==> config.mk <==
export PLATFORM = sky130hd
export DESIGN_NAME = uart_fractional_baud_divisor_search_unit
export DESIGN_NICKNAME = d
export VERILOG_FILES = /design/src/rtl/ufbd_pkg.sv /design/src/rtl/ufbd_divider.sv /design/src/rtl/ufbd_ctrl.sv /design/src/rtl/ufbd_datapath.sv /design/src/rtl/uart_fractional_baud_divisor_search_unit.sv
export SDC_FILE = /design/constraint.sdc
export NUM_CORES = 2
export LEC_CHECK = 0
export ABC_AREA = 1
export BUFFER_PORTS_ARGS = -buffer_cell sky130_fd_sc_hd__buf_4
export CORE_ASPECT_RATIO = 1.1
export CORE_UTILIZATION = 50
export DETAILED_ROUTE_END_ITERATION = 10
export GPL_TIMING_DRIVEN = 0
export PLACE_DENSITY = 0.66
export RECOVER_POWER = 50
export SYNTH_ARGS = -nofsm -noshare
export SYNTH_HDL_FRONTEND = slang
export SYNTH_SLANG_ARGS = --single-unit
export TNS_END_PERCENT = 1
==> constraint.sdc <==
create_clock -name clk -period 6.9 [get_ports clk]
set_clock_uncertainty 0.15 [all_clocks]
set_input_delay 1.38 -clock clk [delete_from_list [all_inputs] [get_ports clk]]
set_output_delay 1.38 -clock clk [all_outputs]
set_load 0.1 [all_outputs]
==> src/rtl/ufbd_pkg.sv <==
// Shared types, codes and constants for the UART fractional baud divisor search.
package ufbd_pkg;

  typedef struct packed {
    logic [31:0] clock_rate;
    logic [23:0] baud_rate;
  } ufbd_in_item_t;

  typedef struct packed {
    logic [1:0]  status;
    logic [16:0] divisor;
    logic [3:0]  mul_value;
    logic [3:0]  div_add_value;
    logic [7:0]  error_percent;
  } ufbd_out_item_t;

  localparam logic [1:0] STATUS_OK       = 2'd0;
  localparam logic [1:0] STATUS_NO_DIV   = 2'd1;
  localparam logic [1:0] STATUS_ERR_HIGH = 2'd2;

  localparam int          FRAC_SHIFT     = 28;
  localparam logic [31:0] HALF_FRAC      = 32'h8000_0000;
  localparam logic [32:0] DIV_MAX        = 33'd65536;
  localparam logic [38:0] PCT_SCALE      = 39'd100;
  localparam logic [7:0]  ERR_SAT        = 8'd255;
  localparam logic [6:0]  MAX_ERR_RESET  = 7'd3;

  // Shared divider geometry
  localparam int DVD_W     = 64;
  localparam int DVS_W     = 29;
  localparam int DIV_CNT_W = $clog2(DVD_W + 1);

  typedef enum logic [1:0] {
    OP_PAIR,
    OP_ACT,
    OP_PCT
  } ufbd_op_t;

  typedef enum logic [3:0] {
    ST_IDLE,
    ST_START,
    ST_PAIR_GO,
    ST_PAIR_WAIT,
    ST_SEARCH_END,
    ST_ACT_GO,
    ST_ACT_WAIT,
    ST_PCT_GO,
    ST_PCT_WAIT,
    ST_PUT_RESULT,
    ST_PUT_NONE
  } ufbd_state_t;

  typedef struct packed {
    logic     load;
    logic     div_start;
    ufbd_op_t op;
    logic     pair_eval;
    logic     diff_load;
    logic     put_result;
    logic     put_none;
  } ufbd_cmd_t;

  typedef struct packed {
    logic baud_zero;
    logic div_done;
    logic exact_hit;
    logic last_pair;
    logic found;
    logic out_free;
  } ufbd_sts_t;

endpackage

==> src/rtl/ufbd_divider.sv <==
// Iterative restoring divider, one quotient bit per cycle, shared by all divisions.
module ufbd_divider import ufbd_pkg::*; (
  input  logic             clk,
  input  logic             rst_n,
  input  logic             start,
  input  logic [DVD_W-1:0] dividend,
  input  logic [DVS_W-1:0] divisor,
  output logic             done,
  output logic [DVD_W-1:0] quotient
);

  logic [DVD_W-1:0]     qd_r;
  logic [DVS_W-1:0]     rem_r;
  logic [DVS_W-1:0]     dvs_r;
  logic [DIV_CNT_W-1:0] cnt_r;
  logic                 busy_r;
  logic                 done_r;

  logic [DVS_W:0]   trial;
  logic [DVS_W:0]   trial_sub;
  logic             ge;
  logic [DVS_W-1:0] rem_nxt;

  assign trial     = {rem_r, qd_r[DVD_W-1]};
  assign trial_sub = trial - {1'b0, dvs_r};
  assign ge        = (trial >= {1'b0, dvs_r});
  assign rem_nxt   = ge ? trial_sub[DVS_W-1:0] : trial[DVS_W-1:0];

  always_ff @(posedge clk) begin
    if (!rst_n) begin
      busy_r <= 1'b0;
      done_r <= 1'b0;
      cnt_r  <= '0;
    end else begin
      done_r <= 1'b0;
      if (start) begin
        busy_r <= 1'b1;
        cnt_r  <= DIV_CNT_W'(DVD_W);
      end else if (busy_r) begin
        cnt_r <= cnt_r - DIV_CNT_W'(1);
        if (cnt_r == DIV_CNT_W'(1)) begin
          busy_r <= 1'b0;
          done_r <= 1'b1;
        end
      end
    end
  end

  // Quotient bits shift in as dividend bits shift out
  always_ff @(posedge clk) begin
    if (start) begin
      qd_r  <= dividend;
      rem_r <= '0;
      dvs_r <= divisor;
    end else if (busy_r) begin
      qd_r  <= {qd_r[DVD_W-2:0], ge};
      rem_r <= rem_nxt;
    end
  end

  assign done     = done_r;
  assign quotient = qd_r;

`ifndef SYNTHESIS
  a_no_start_busy: assert property (@(posedge clk) disable iff (!rst_n)
    start |-> !busy_r) else $error("divider started while busy");
  a_start_runs: assert property (@(posedge clk) disable iff (!rst_n)
    start |=> busy_r && !done_r) else $error("divider did not begin after start");
  a_done_pulse: assert property (@(posedge clk) disable iff (!rst_n)
    done_r |-> !busy_r) else $error("divider done while still stepping");
`endif

endmodule

==> src/rtl/ufbd_ctrl.sv <==
// Sequencer for the candidate search, baud recompute and result hand-off.
module ufbd_ctrl import ufbd_pkg::*; (
  input  logic      clk,
  input  logic      rst_n,
  input  logic      in_valid,
  output logic      in_stall,
  input  ufbd_sts_t sts,
  output ufbd_cmd_t cmd
);

  ufbd_state_t state_r;
  ufbd_state_t state_nxt;

  always_ff @(posedge clk) begin
    if (!rst_n) begin
      state_r <= ST_IDLE;
    end else begin
      state_r <= state_nxt;
    end
  end

  always_comb begin
    state_nxt = state_r;
    unique case (state_r)
      ST_IDLE: begin
        if (in_valid) state_nxt = ST_START;
      end
      ST_START: begin
        state_nxt = sts.baud_zero ? ST_PUT_NONE : ST_PAIR_GO;
      end
      ST_PAIR_GO: begin
        state_nxt = ST_PAIR_WAIT;
      end
      ST_PAIR_WAIT: begin
        if (sts.div_done) begin
          priority if (sts.exact_hit) state_nxt = ST_ACT_GO;
          else if (sts.last_pair)     state_nxt = ST_SEARCH_END;
          else                        state_nxt = ST_PAIR_GO;
        end
      end
      ST_SEARCH_END: begin
        state_nxt = sts.found ? ST_ACT_GO : ST_PUT_NONE;
      end
      ST_ACT_GO: begin
        state_nxt = ST_ACT_WAIT;
      end
      ST_ACT_WAIT: begin
        if (sts.div_done) state_nxt = ST_PCT_GO;
      end
      ST_PCT_GO: begin
        state_nxt = ST_PCT_WAIT;
      end
      ST_PCT_WAIT: begin
        if (sts.div_done) state_nxt = ST_PUT_RESULT;
      end
      ST_PUT_RESULT: begin
        if (sts.out_free) state_nxt = ST_IDLE;
      end
      ST_PUT_NONE: begin
        if (sts.out_free) state_nxt = ST_IDLE;
      end
      default: begin
        state_nxt = ST_IDLE;
      end
    endcase
  end

  always_comb begin
    cmd      = '0;
    cmd.op   = OP_PAIR;
    in_stall = 1'b1;
    unique case (state_r)
      ST_IDLE: begin
        in_stall = 1'b0;
        cmd.load = in_valid;
      end
      ST_PAIR_GO: begin
        cmd.div_start = 1'b1;
        cmd.op        = OP_PAIR;
      end
      ST_PAIR_WAIT: begin
        cmd.pair_eval = sts.div_done;
      end
      ST_ACT_GO: begin
        cmd.div_start = 1'b1;
        cmd.op        = OP_ACT;
      end
      ST_ACT_WAIT: begin
        cmd.diff_load = sts.div_done;
      end
      ST_PCT_GO: begin
        cmd.div_start = 1'b1;
        cmd.op        = OP_PCT;
      end
      ST_PUT_RESULT: begin
        cmd.put_result = sts.out_free;
      end
      ST_PUT_NONE: begin
        cmd.put_none = sts.out_free;
      end
      default: begin
        in_stall = 1'b1;
      end
    endcase
  end

endmodule

==> src/rtl/ufbd_datapath.sv <==
// Operand formation, rounding and best-pair tracking, error percent and result register.
module ufbd_datapath import ufbd_pkg::*; #(
  parameter int unsigned MAX_MULTIPLIER = 15
) (
  input  logic             clk,
  input  logic             rst_n,
  input  ufbd_in_item_t    in_data,
  input  logic             cfg_valid,
  input  logic [6:0]       cfg_data,
  input  ufbd_cmd_t        cmd,
  output ufbd_sts_t        sts,
  output logic [DVD_W-1:0] div_dividend,
  output logic [DVS_W-1:0] div_divisor,
  input  logic             div_done,
  input  logic [DVD_W-1:0] div_quotient,
  output logic             out_valid,
  input  logic             out_stall,
  output ufbd_out_item_t   out_data
);

  logic [6:0]     max_err_r;
  logic [31:0]    clk_rate_r;
  logic [23:0]    baud_r;
  logic [3:0]     m_r;
  logic [3:0]     d_r;
  logic [31:0]    best_err_r;
  logic [16:0]    best_div_r;
  logic [3:0]     best_m_r;
  logic [3:0]     best_d_r;
  logic [31:0]    diff_r;
  ufbd_out_item_t out_data_r;
  logic           out_valid_r;

  logic [4:0]     pair_sum;
  logic [4:0]     best_sum;
  logic [35:0]    pair_num;
  logic [31:0]    act_num;
  logic [21:0]    act_den;
  logic [38:0]    pct_num;

  logic [31:0]    frac;
  logic           round_up;
  logic [31:0]    frac_adj;
  logic [32:0]    whole_adj;
  logic           in_range;
  logic           better;
  logic           last_d;

  logic [31:0]    actual;
  logic [31:0]    baud_ext;
  logic           err_below;
  logic [7:0]     err_sat;
  logic           out_free;
  ufbd_out_item_t res_item;

  always_ff @(posedge clk) begin
    if (!rst_n) begin
      max_err_r <= MAX_ERR_RESET;
    end else if (cfg_valid) begin
      max_err_r <= cfg_data;
    end
  end

  always_ff @(posedge clk) begin
    if (cmd.load) begin
      clk_rate_r <= in_data.clock_rate;
      baud_r     <= in_data.baud_rate;
    end
    if (cmd.diff_load) begin
      diff_r <= (baud_ext > actual) ? (baud_ext - actual) : (actual - baud_ext);
    end
  end

  // Operands for the shared divider
  assign pair_sum = 5'(m_r) + 5'(d_r);
  assign best_sum = 5'(best_m_r) + 5'(best_d_r);
  assign pair_num = 36'(clk_rate_r) * 36'(m_r);
  assign act_num  = 32'(clk_rate_r[31:4]) * 32'(best_m_r);
  assign act_den  = 22'(best_div_r) * 22'(best_sum);
  assign pct_num  = 39'(diff_r) * PCT_SCALE;

  always_comb begin
    unique case (cmd.op)
      OP_PAIR: begin
        div_dividend = {pair_num, {FRAC_SHIFT{1'b0}}};
        div_divisor  = DVS_W'(baud_r) * DVS_W'(pair_sum);
      end
      OP_ACT: begin
        div_dividend = DVD_W'(act_num);
        div_divisor  = DVS_W'(act_den);
      end
      OP_PCT: begin
        div_dividend = DVD_W'(pct_num);
        div_divisor  = DVS_W'(baud_r);
      end
      default: begin
        div_dividend = '0;
        div_divisor  = DVS_W'(baud_r);
      end
    endcase
  end

  // Round to nearest, exact half rounds down
  assign frac      = div_quotient[31:0];
  assign round_up  = (frac > HALF_FRAC);
  assign frac_adj  = round_up ? (32'd0 - frac) : frac;
  assign whole_adj = {1'b0, div_quotient[63:32]} + 33'(round_up);
  assign in_range  = (whole_adj != 33'd0) && (whole_adj <= DIV_MAX);
  assign better    = in_range && (frac_adj < best_err_r);
  assign last_d    = (d_r == (m_r - 4'd1));

  always_ff @(posedge clk) begin
    if (!rst_n) begin
      m_r        <= 4'd1;
      d_r        <= 4'd0;
      best_err_r <= '1;
      best_div_r <= '0;
      best_m_r   <= '0;
      best_d_r   <= '0;
    end else if (cmd.load) begin
      m_r        <= 4'd1;
      d_r        <= 4'd0;
      best_err_r <= '1;
      best_div_r <= '0;
      best_m_r   <= '0;
      best_d_r   <= '0;
    end else if (cmd.pair_eval) begin
      if (better) begin
        best_err_r <= frac_adj;
        best_div_r <= whole_adj[16:0];
        best_m_r   <= m_r;
        best_d_r   <= d_r;
      end
      if (last_d) begin
        m_r <= m_r + 4'd1;
        d_r <= 4'd0;
      end else begin
        d_r <= d_r + 4'd1;
      end
    end
  end

  // Result assembly from the percent quotient
  assign actual    = div_quotient[31:0];
  assign baud_ext  = 32'(baud_r);
  assign err_below = (div_quotient[63:7] == '0) && (div_quotient[6:0] < max_err_r);
  assign err_sat   = (div_quotient[63:8] != '0) ? ERR_SAT : div_quotient[7:0];

  always_comb begin
    res_item               = '0;
    res_item.status        = STATUS_NO_DIV;
    if (cmd.put_result) begin
      res_item.status        = err_below ? STATUS_OK : STATUS_ERR_HIGH;
      res_item.divisor       = best_div_r;
      res_item.mul_value     = best_m_r;
      res_item.div_add_value = best_d_r;
      res_item.error_percent = err_sat;
    end
  end

  assign out_free = !out_valid_r || !out_stall;

  always_ff @(posedge clk) begin
    if (!rst_n) begin
      out_valid_r <= 1'b0;
    end else if (cmd.put_result || cmd.put_none) begin
      out_valid_r <= 1'b1;
    end else if (!out_stall) begin
      out_valid_r <= 1'b0;
    end
  end

  always_ff @(posedge clk) begin
    if (cmd.put_result || cmd.put_none) begin
      out_data_r <= res_item;
    end
  end

  assign sts.baud_zero = (baud_r == 24'd0);
  assign sts.div_done  = div_done;
  assign sts.exact_hit = better && (frac_adj == 32'd0);
  assign sts.last_pair = last_d && (m_r == 4'(MAX_MULTIPLIER));
  assign sts.found     = (best_div_r != 17'd0);
  assign sts.out_free  = out_free;

  assign out_valid = out_valid_r;
  assign out_data  = out_data_r;

`ifndef SYNTHESIS
  a_best_pair_order: assert property (@(posedge clk) disable iff (!rst_n)
    (best_div_r != 17'd0) |-> (best_d_r < best_m_r))
    else $error("kept add value not below multiplier");
  a_best_div_range: assert property (@(posedge clk) disable iff (!rst_n)
    (best_div_r != 17'd0) |-> (best_div_r <= 17'd65536) && (best_m_r != 4'd0))
    else $error("kept divisor out of range");
  a_no_overwrite: assert property (@(posedge clk) disable iff (!rst_n)
    (cmd.put_result || cmd.put_none) |-> out_free)
    else $error("result written over an untaken transaction");
`endif

endmodule

==> src/rtl/uart_fractional_baud_divisor_search_unit.sv <==
// Top level of the UART fractional baud divisor search unit.
// One transaction at a time: a clock rate and baud rate go in, one result comes
// out. Every candidate multiplier/add pair takes one pass through the shared
// 64-step restoring divider (one quotient bit per cycle); with MAX_MULTIPLIER
// m the search covers up to m*(m+1)/2 pairs (120 at the default), stopping at
// the first exact fit. The recomputed baud and the error percent take two more
// divider passes; a zero baud skips the search and gives a no-divisor result.
// A finished result waits in the output register while the next transaction
// is accepted. The threshold register may be written at any time the unit is
// idle; cfg_ready stays high.
module uart_fractional_baud_divisor_search_unit import ufbd_pkg::*; #(
  parameter int unsigned MAX_MULTIPLIER = 15
) (
  input  logic           clk,
  input  logic           rst_n,
  input  logic           in_valid,
  output logic           in_stall,
  input  ufbd_in_item_t  in_data,
  output logic           out_valid,
  input  logic           out_stall,
  output ufbd_out_item_t out_data,
  input  logic           cfg_valid,
  output logic           cfg_ready,
  input  logic [6:0]     cfg_data
);

  ufbd_cmd_t        cmd;
  ufbd_sts_t        sts;
  logic [DVD_W-1:0] div_dividend;
  logic [DVS_W-1:0] div_divisor;
  logic             div_done;
  logic [DVD_W-1:0] div_quotient;

  assign cfg_ready = 1'b1;

  ufbd_ctrl u_ctrl (
    .clk      (clk),
    .rst_n    (rst_n),
    .in_valid (in_valid),
    .in_stall (in_stall),
    .sts      (sts),
    .cmd      (cmd)
  );

  ufbd_datapath #(
    .MAX_MULTIPLIER (MAX_MULTIPLIER)
  ) u_datapath (
    .clk          (clk),
    .rst_n        (rst_n),
    .in_data      (in_data),
    .cfg_valid    (cfg_valid && cfg_ready),
    .cfg_data     (cfg_data),
    .cmd          (cmd),
    .sts          (sts),
    .div_dividend (div_dividend),
    .div_divisor  (div_divisor),
    .div_done     (div_done),
    .div_quotient (div_quotient),
    .out_valid    (out_valid),
    .out_stall    (out_stall),
    .out_data     (out_data)
  );

  ufbd_divider u_divider (
    .clk      (clk),
    .rst_n    (rst_n),
    .start    (cmd.div_start),
    .dividend (div_dividend),
    .divisor  (div_divisor),
    .done     (div_done),
    .quotient (div_quotient)
  );

endmodule
# == Yosys cells after proc, flatten, opt, wreduce, memory -nomap -nowiden ==
# Index checks and enable logic that the tools add are counted.
# op_classes
addsub,11
multipliers,5
magnitude_cmp,6
n_eq_ne,21
n_mux,35
n_bitwise,2
reduce_logical,25
# ops
cell,n
one-hot mux 64 bit (3 select lines),1
two-way mux 64 bit,2
two-way mux 32 bit,2
one-hot mux 29 bit (2 select lines),1
zero test 57 bit,1
nonzero test 56 bit,1
one-hot mux 4 bit (10 select lines),1
multiplier 32 x 5 -> 37 bit (second input constant),1
multiplier 32 x 4 -> 36 bit,1
two-way mux 4 bit,9
adder 32 x 1 -> 33 bit,1
<= comparator 33 x 17 -> 1 bit (second input constant),1
nonzero test 33 bit,1
> comparator 24 x 32 -> 1 bit,1
> comparator 32 bit (second input constant),1
zero test 32 bit,1
< comparator 32 bit,1
multiplier 28 x 4 -> 32 bit,1
subtractor 1 x 32 -> 32 bit (first input constant),1
subtractor 24 x 32 -> 32 bit,1
subtractor 32 x 24 -> 32 bit,1
greater-or-equal comparator 30 x 29 -> 1 bit,1
multiplier 24 x 5 -> 29 bit,1
two-way mux 29 bit,1
other kinds (36),71
# totals
ff_bits,331
input_bits,68
output_inout_bits,38

# == Depth between registers and ports, before layout ==
# depth
depth_word,9
mapped_depth,31
mapped_depth_nobuf,29

# == Modules after synthesis ==
# A second synthesis with hierarchy kept.
# unflattened
hier_cells,5877
area_unflattened_um2,40177.3
# modules_own_cells
mod,instances,cells_per_inst,area_per_inst_um2,seq_area_each_um2
ufbd_datapath,1,4774,32107.0,5154.9
ufbd_divider,1,1025,7632.3,3553.4
ufbd_ctrl,1,76,426.7,80.1
uart_fractional_baud_divisor_search_unit,1,2,11.3,0.0

# == Worst setup path after synthesis ==
# No wires, ideal clock.
# synth_timing
kind,reg-to-reg
from,register u_datapath.d_r[0]
to,register u_divider.dvs_r[25] (data pin)
arrival_ns,4.788
setup_slack_ns,1.696
stages_incl_launch_ff,25
synth_period_minus_slack_ns,5.204
cell_sequence,dfxtp_1 -> ha_1 -> fa_1 -> a31oi_1 -> clkbuf_1 -> inv_1 -> nand2_1 -> fa_1 -> fa_1 -> fa_1 -> inv_1 -> ha_1 -> a21oi_1 -> nand2_1 -> nand2_1 -> nand2_1 -> a21oi_1 -> o21ai_0 -> a21oi_1 -> inv_1 -> a21o_1 -> nand3_1 -> nand2_1 -> xnor2_1 -> nor2_1
# synth_via
elab_chain_len,3
# synth_rtl
element,line_no,text
"start, declared",ufbd_datapath.sv:25,logic [3:0] d_r;
"start signal, assigned",ufbd_datapath.sv:138,d_r <= d_r + 4'd1;
adder 4 x 4 -> 5 bit,ufbd_datapath.sv:75,assign pair_sum = 5'(m_r) + 5'(d_r);
multiplier 24 x 5 -> 29 bit,ufbd_datapath.sv:86,div_divisor = DVS_W'(baud_r) * DVS_W'(pair_sum);
one-hot mux 29 bit (2 select lines),ufbd_datapath.sv:83,unique case (cmd.op)
via div_divisor[25],uart_fractional_baud_divisor_search_unit.sv:30,logic [DVS_W-1:0] div_divisor;
"end signal, assigned",ufbd_divider.sv:54,dvs_r <= divisor;
"end, declared",ufbd_divider.sv:14,logic [DVS_W-1:0] dvs_r;
# The timed path passes the listed nets, and every way through them passes these cells.
# A chain may end at the register's enable or synchronous reset.

# == Worst setup path in the final report ==
# layout_timing
from,register u_datapath.best_m_r[0]
to,register u_divider.dvs_r[14] (data pin)
# layout_via
elab_chain_len,3
# layout_rtl
element,line_no,text
"start, declared",ufbd_datapath.sv:28,logic [3:0] best_m_r;
"start signal, assigned",ufbd_datapath.sv:131,best_m_r <= m_r;
adder 4 x 4 -> 5 bit,ufbd_datapath.sv:76,assign best_sum = 5'(best_m_r) + 5'(best_d_r);
multiplier 17 x 5 -> 22 bit,ufbd_datapath.sv:79,assign act_den = 22'(best_div_r) * 22'(best_sum);
one-hot mux 29 bit (2 select lines),ufbd_datapath.sv:83,
via div_divisor[14],uart_fractional_baud_divisor_search_unit.sv:30,
# The timed path passes the listed nets, and every way through them passes these cells.

==> results.md <==
- Syn_area_per_cell: 7.12 sq um
- Fin. Hold Viols: 0
- Tot GR Track Use: 0.324
- Post-synth ARST share: 0
- Total Neg Setup Slack: 0 ns
- Core region area: 76,500 sq um
- Cell count after synthesis: 5,459
- Fmax: 154 MHz
- Root Driver: clkbuf_16
- Max Slew Vio Count: 116
- Diode count: 0
- Predominant post-synthesis flop cell: edfxtp_1
- CP Launch Type: register
- Synth Net Count: 6,155
- Max_cap viols: 5
- Largest delay share family, worst path: adder cells
- Largest net degree at the start of global routing: 66
- Io pins: 106
- Routed via count: 36,333
- Post-placement cell count: 6,593
- Layout Nets: 6,306
- Post-CTS setup buffers: 0
- Cell variety after synth: 68
- Max VDD drop: 242 uV
- Die Y: 294 um
- Layout cell share with drive strength beyond 1: 0.0475
- Area grow syn2layout: 8.79%
- Fin crit share: 0.941
- PD cells: 267 nW/um^2
- Clock Tree Buf Depth: 3
- Worst EP arrival: 6.65 ns
- Slew margin rel.: -0.681
- Post-DR wirelength/cell: 19.2 um
- Worst-path clk slew: 0.07 ns
- DRT iter0 DRCs: 3,045
- Total iterations of the first detailed-routing run: 8
- TritonCTS clock tree: yes
- # fillers: 7,700
- Area occupied by registers: 8790 sq um
- Worst-skew pair later-pin latency: 0.60 ns
- Vias/cell: 5.45
- Status: complete, but fails checks
- Die Width: 268 um
- Area of the multi-input gates: 25,400 sq um
- # setup viols final: 0
- Synth Register Bits: 331
- Antenna viol nets, final: 0
- Routability congestion estimate: 0.988
- Site Rows: 106
- Initial core utilization: 0.508
- CTS HTree Levels: 2
- CTS sink count: 331
- Number of port buffers: 103
- GRT Residual Overflow: 0
- Post-Syn Area: 38,900 sq um
- CP Cell Sequence: ha_1, fa_1, a31oi_1, clkbuf_1, nor2_1, fa_1, fa_1, inv_1, fa_1, inv_1, ha_1, nand2_1, nand2_1, a21oi_1, o21ai_0, nand3_1, nand2_1, nand3_1, nand2_1, o21ai_0, o211ai_1
- Critical-path maximum fanout: 10
- Resize count post-CTS: 0
- Worst min path class: register to register
- Post-CTS Hold Fix Bufs: 0
- Total wire length: 128,000 um
- Crit Path Class: register to register
- Req. time, crit path: 7.06 ns
- Leak Pwr: 21.5 nW
- Clock buffer count from CTS: 41
- Die ar.: 78,900 sq um
- Measured slew at the worst slew-check pin: 2.51 ns
- Vias in the first global route: 34,673
- Critical path buffer and inverter count: 3
- Worst setup EP type: register
- Slowest CP cell: o21ai_0
- DRC viols: 0
- Final std cells w/o fill: 6,669
- Initial antenna violation count: 2
- Ys Warns: 0
- First-pass GRT wire length: 196,000 um
- EDFF count, synth: 216
- Unrepaired setup endpoints after global routing: no
- Sequential-to-total area share from yosys stat: 0.226
- Post-DP HPWL: 106,000 um
- Min Tclk post-route: 6.49 ns
- Failing checks: capacitance limit, slew limit
- Critical Path Max Stage Delay: 0.60 ns
-- state kept, by name (all words and copies together) (netlist names), 4 cells and up --
register and count:
u_datapath.clk_rate_r 32, u_datapath.baud_r 24, u_datapath.best_div_r 17, u_divider.cnt_r 7
u_datapath.max_err_r 7, u_datapath.out_data 35, u_datapath.d_r 4, u_datapath.best_d_r 4
u_ctrl.state_r 4, u_divider.quotient 64, u_divider.dvs_r 29, u_divider.rem_r 29
u_datapath.best_err_r 32, u_datapath.diff_r 32, u_datapath.m_r 4, u_datapath.best_m_r 4
-- cells by family (layout without fill, tap and decap cells) --
kind of cell	count (synthesis)	in the layout	share of synthesized area
AND/OR/NAND/NOR	2135	2135	0.225
other	1	1	0.0000964
adder cells (fa/ha/maj)	628	628	0.251
flip-flops	331	331	0.226
AO/OA/AOI/OAI	986	986	0.142
buffers and inverters	1233	1417	0.122
multiplexers	19	19	0.00547
XOR/XNOR	126	126	0.0284
-- cells in the mapped netlist, types with 6 or more instances --
cell	count	area, sq um
nor3_1	38	190
buf_2	17	85.1
nand2_2	7	43.8
nor2_2	17	106
a31oi_1	35	219
nand3b_1	8	60.1
o21ai_0	294	1470
mux2_1	8	90.1
nand2_1	1230	4620
fa_1	255	5100
o21ai_1	40	200
clkbuf_2	26	130
nor4_1	30	188
or2_2	26	163
nand4_1	44	275
ha_1	373	4670
inv_1	1065	4000
a211oi_1	7	52.6
inv_2	6	22.5
mux2_2	10	113
a21boi_0	6	45.0
o21a_1	22	165
buf_1	14	52.6
nor2_1	537	2020
edfxtp_1	216	6490
o221ai_1	9	78.8
dfxtp_1	115	2300
a221oi_1	6	52.6
a21o_1	24	180
clkbuf_1	94	353
xor2_1	82	718
o22ai_1	21	131
nor2_4	6	67.6
o21bai_1	15	113
xnor2_1	44	385
a21oi_1	412	2060
o211ai_1	64	480
nand3_1	177	886
-- metrics by stage --
stage               hold WS (ns)  setup WS [ns]  utilization  area (sq um)  power (mW)
global route               0.344          0.115        0.553         42300        12.0
detailed placement         0.309          0.426        0.537         41100        8.76
floorplan                  0.279           1.70            -         38900        6.78
CTS                        0.322          0.419        0.556         42500        11.2
global placement           0.302          0.404        0.535         40900        8.75
finish                     0.320          0.406        0.553         42300        11.3
-- final timing paths --
| check | start | end | slack [ns] | depth (start not counted) |
|---|---|---|---|---|
| max | u_datapath.best_m_r[0]$_SDFFE_PP0P_ | u_divider.dvs_r[14]$_DFFE_PN_ | 0.41 | 21 |
| min | u_divider.rem_r[21]$_SDFFE_PN0P_ | u_divider.rem_r[21]$_SDFFE_PN0P_ | 0.32 | 2 |
| min reg2reg | u_divider.rem_r[21]$_SDFFE_PN0P_ | u_divider.rem_r[21]$_SDFFE_PN0P_ | 0.32 | 2 |
| max reg2reg | u_datapath.best_m_r[0]$_SDFFE_PP0P_ | u_divider.dvs_r[14]$_DFFE_PN_ | 0.41 | 21 |
-- per-layer routing --
metal	vias up	part of all wire	GRT usage
met1	17178	0.43	0.429
met4	2	0.037	0.117
li1	17796	-	-
met2	1165	0.47	0.548
met3	192	0.059	0.0311
met5	-	0.000063	0
-- layout make-up --
class | instances | area share
multi-input cells | 3895 | 0.600
flip-flops and latches | 331 | 0.208
inverters | 1074 | 0.0954
well taps | 1026 | 0.0303
clock buffers | 53 | 0.0269
plain buffers | 159 | 0.0165
repair buffers | 108 | 0.0156
clock inverters | 23 | 0.00799
-- worst register-to-register path: cells and delay by family (launching register included) --
kind | cells | cell delay [ns]
buffers and inverters | 3 | 0.58
AND/OR/NAND/NOR | 7 | 0.69
AO/OA/AOI/OAI | 5 | 1.76
flip-flops | 1 | 0.41
adder cells (fa/ha/maj) | 6 | 2.61
-- cell usage in the layout, fill, tap and decap left out, drive strengths merged, types with 15 or more instances in the layout --
master | netlist | final
inv | 1071 | 1075
a21oi | 416 | 416
clkinv | 3 | 15
nor2 | 560 | 560
clkbuf | 120 | 275
nand3 | 179 | 179
edfxtp | 216 | 216
a21o | 24 | 24
nor3 | 40 | 40
xor2 | 82 | 82
o211ai | 65 | 65
buf | 39 | 45
mux2 | 18 | 18
nand4 | 44 | 44
or2 | 26 | 26
o22ai | 21 | 21
nand2 | 1238 | 1238
o21ai | 337 | 337
fa | 255 | 255
dfxtp | 115 | 115
nor4 | 30 | 30
a31oi | 35 | 35
o21bai | 16 | 16
xnor2 | 44 | 44
ha | 373 | 373
o21a | 22 | 22
-- power breakdown --
| part | switching (mW) | internal (mW) |
|---|---|---|
| clock network | 0.954 | 1.44 |
| registers | 0.626 | 2.74 |
| logic | 3.85 | 1.67 |
| total | 5.43 | 5.86 |
(Power assumes the default switching activity.)
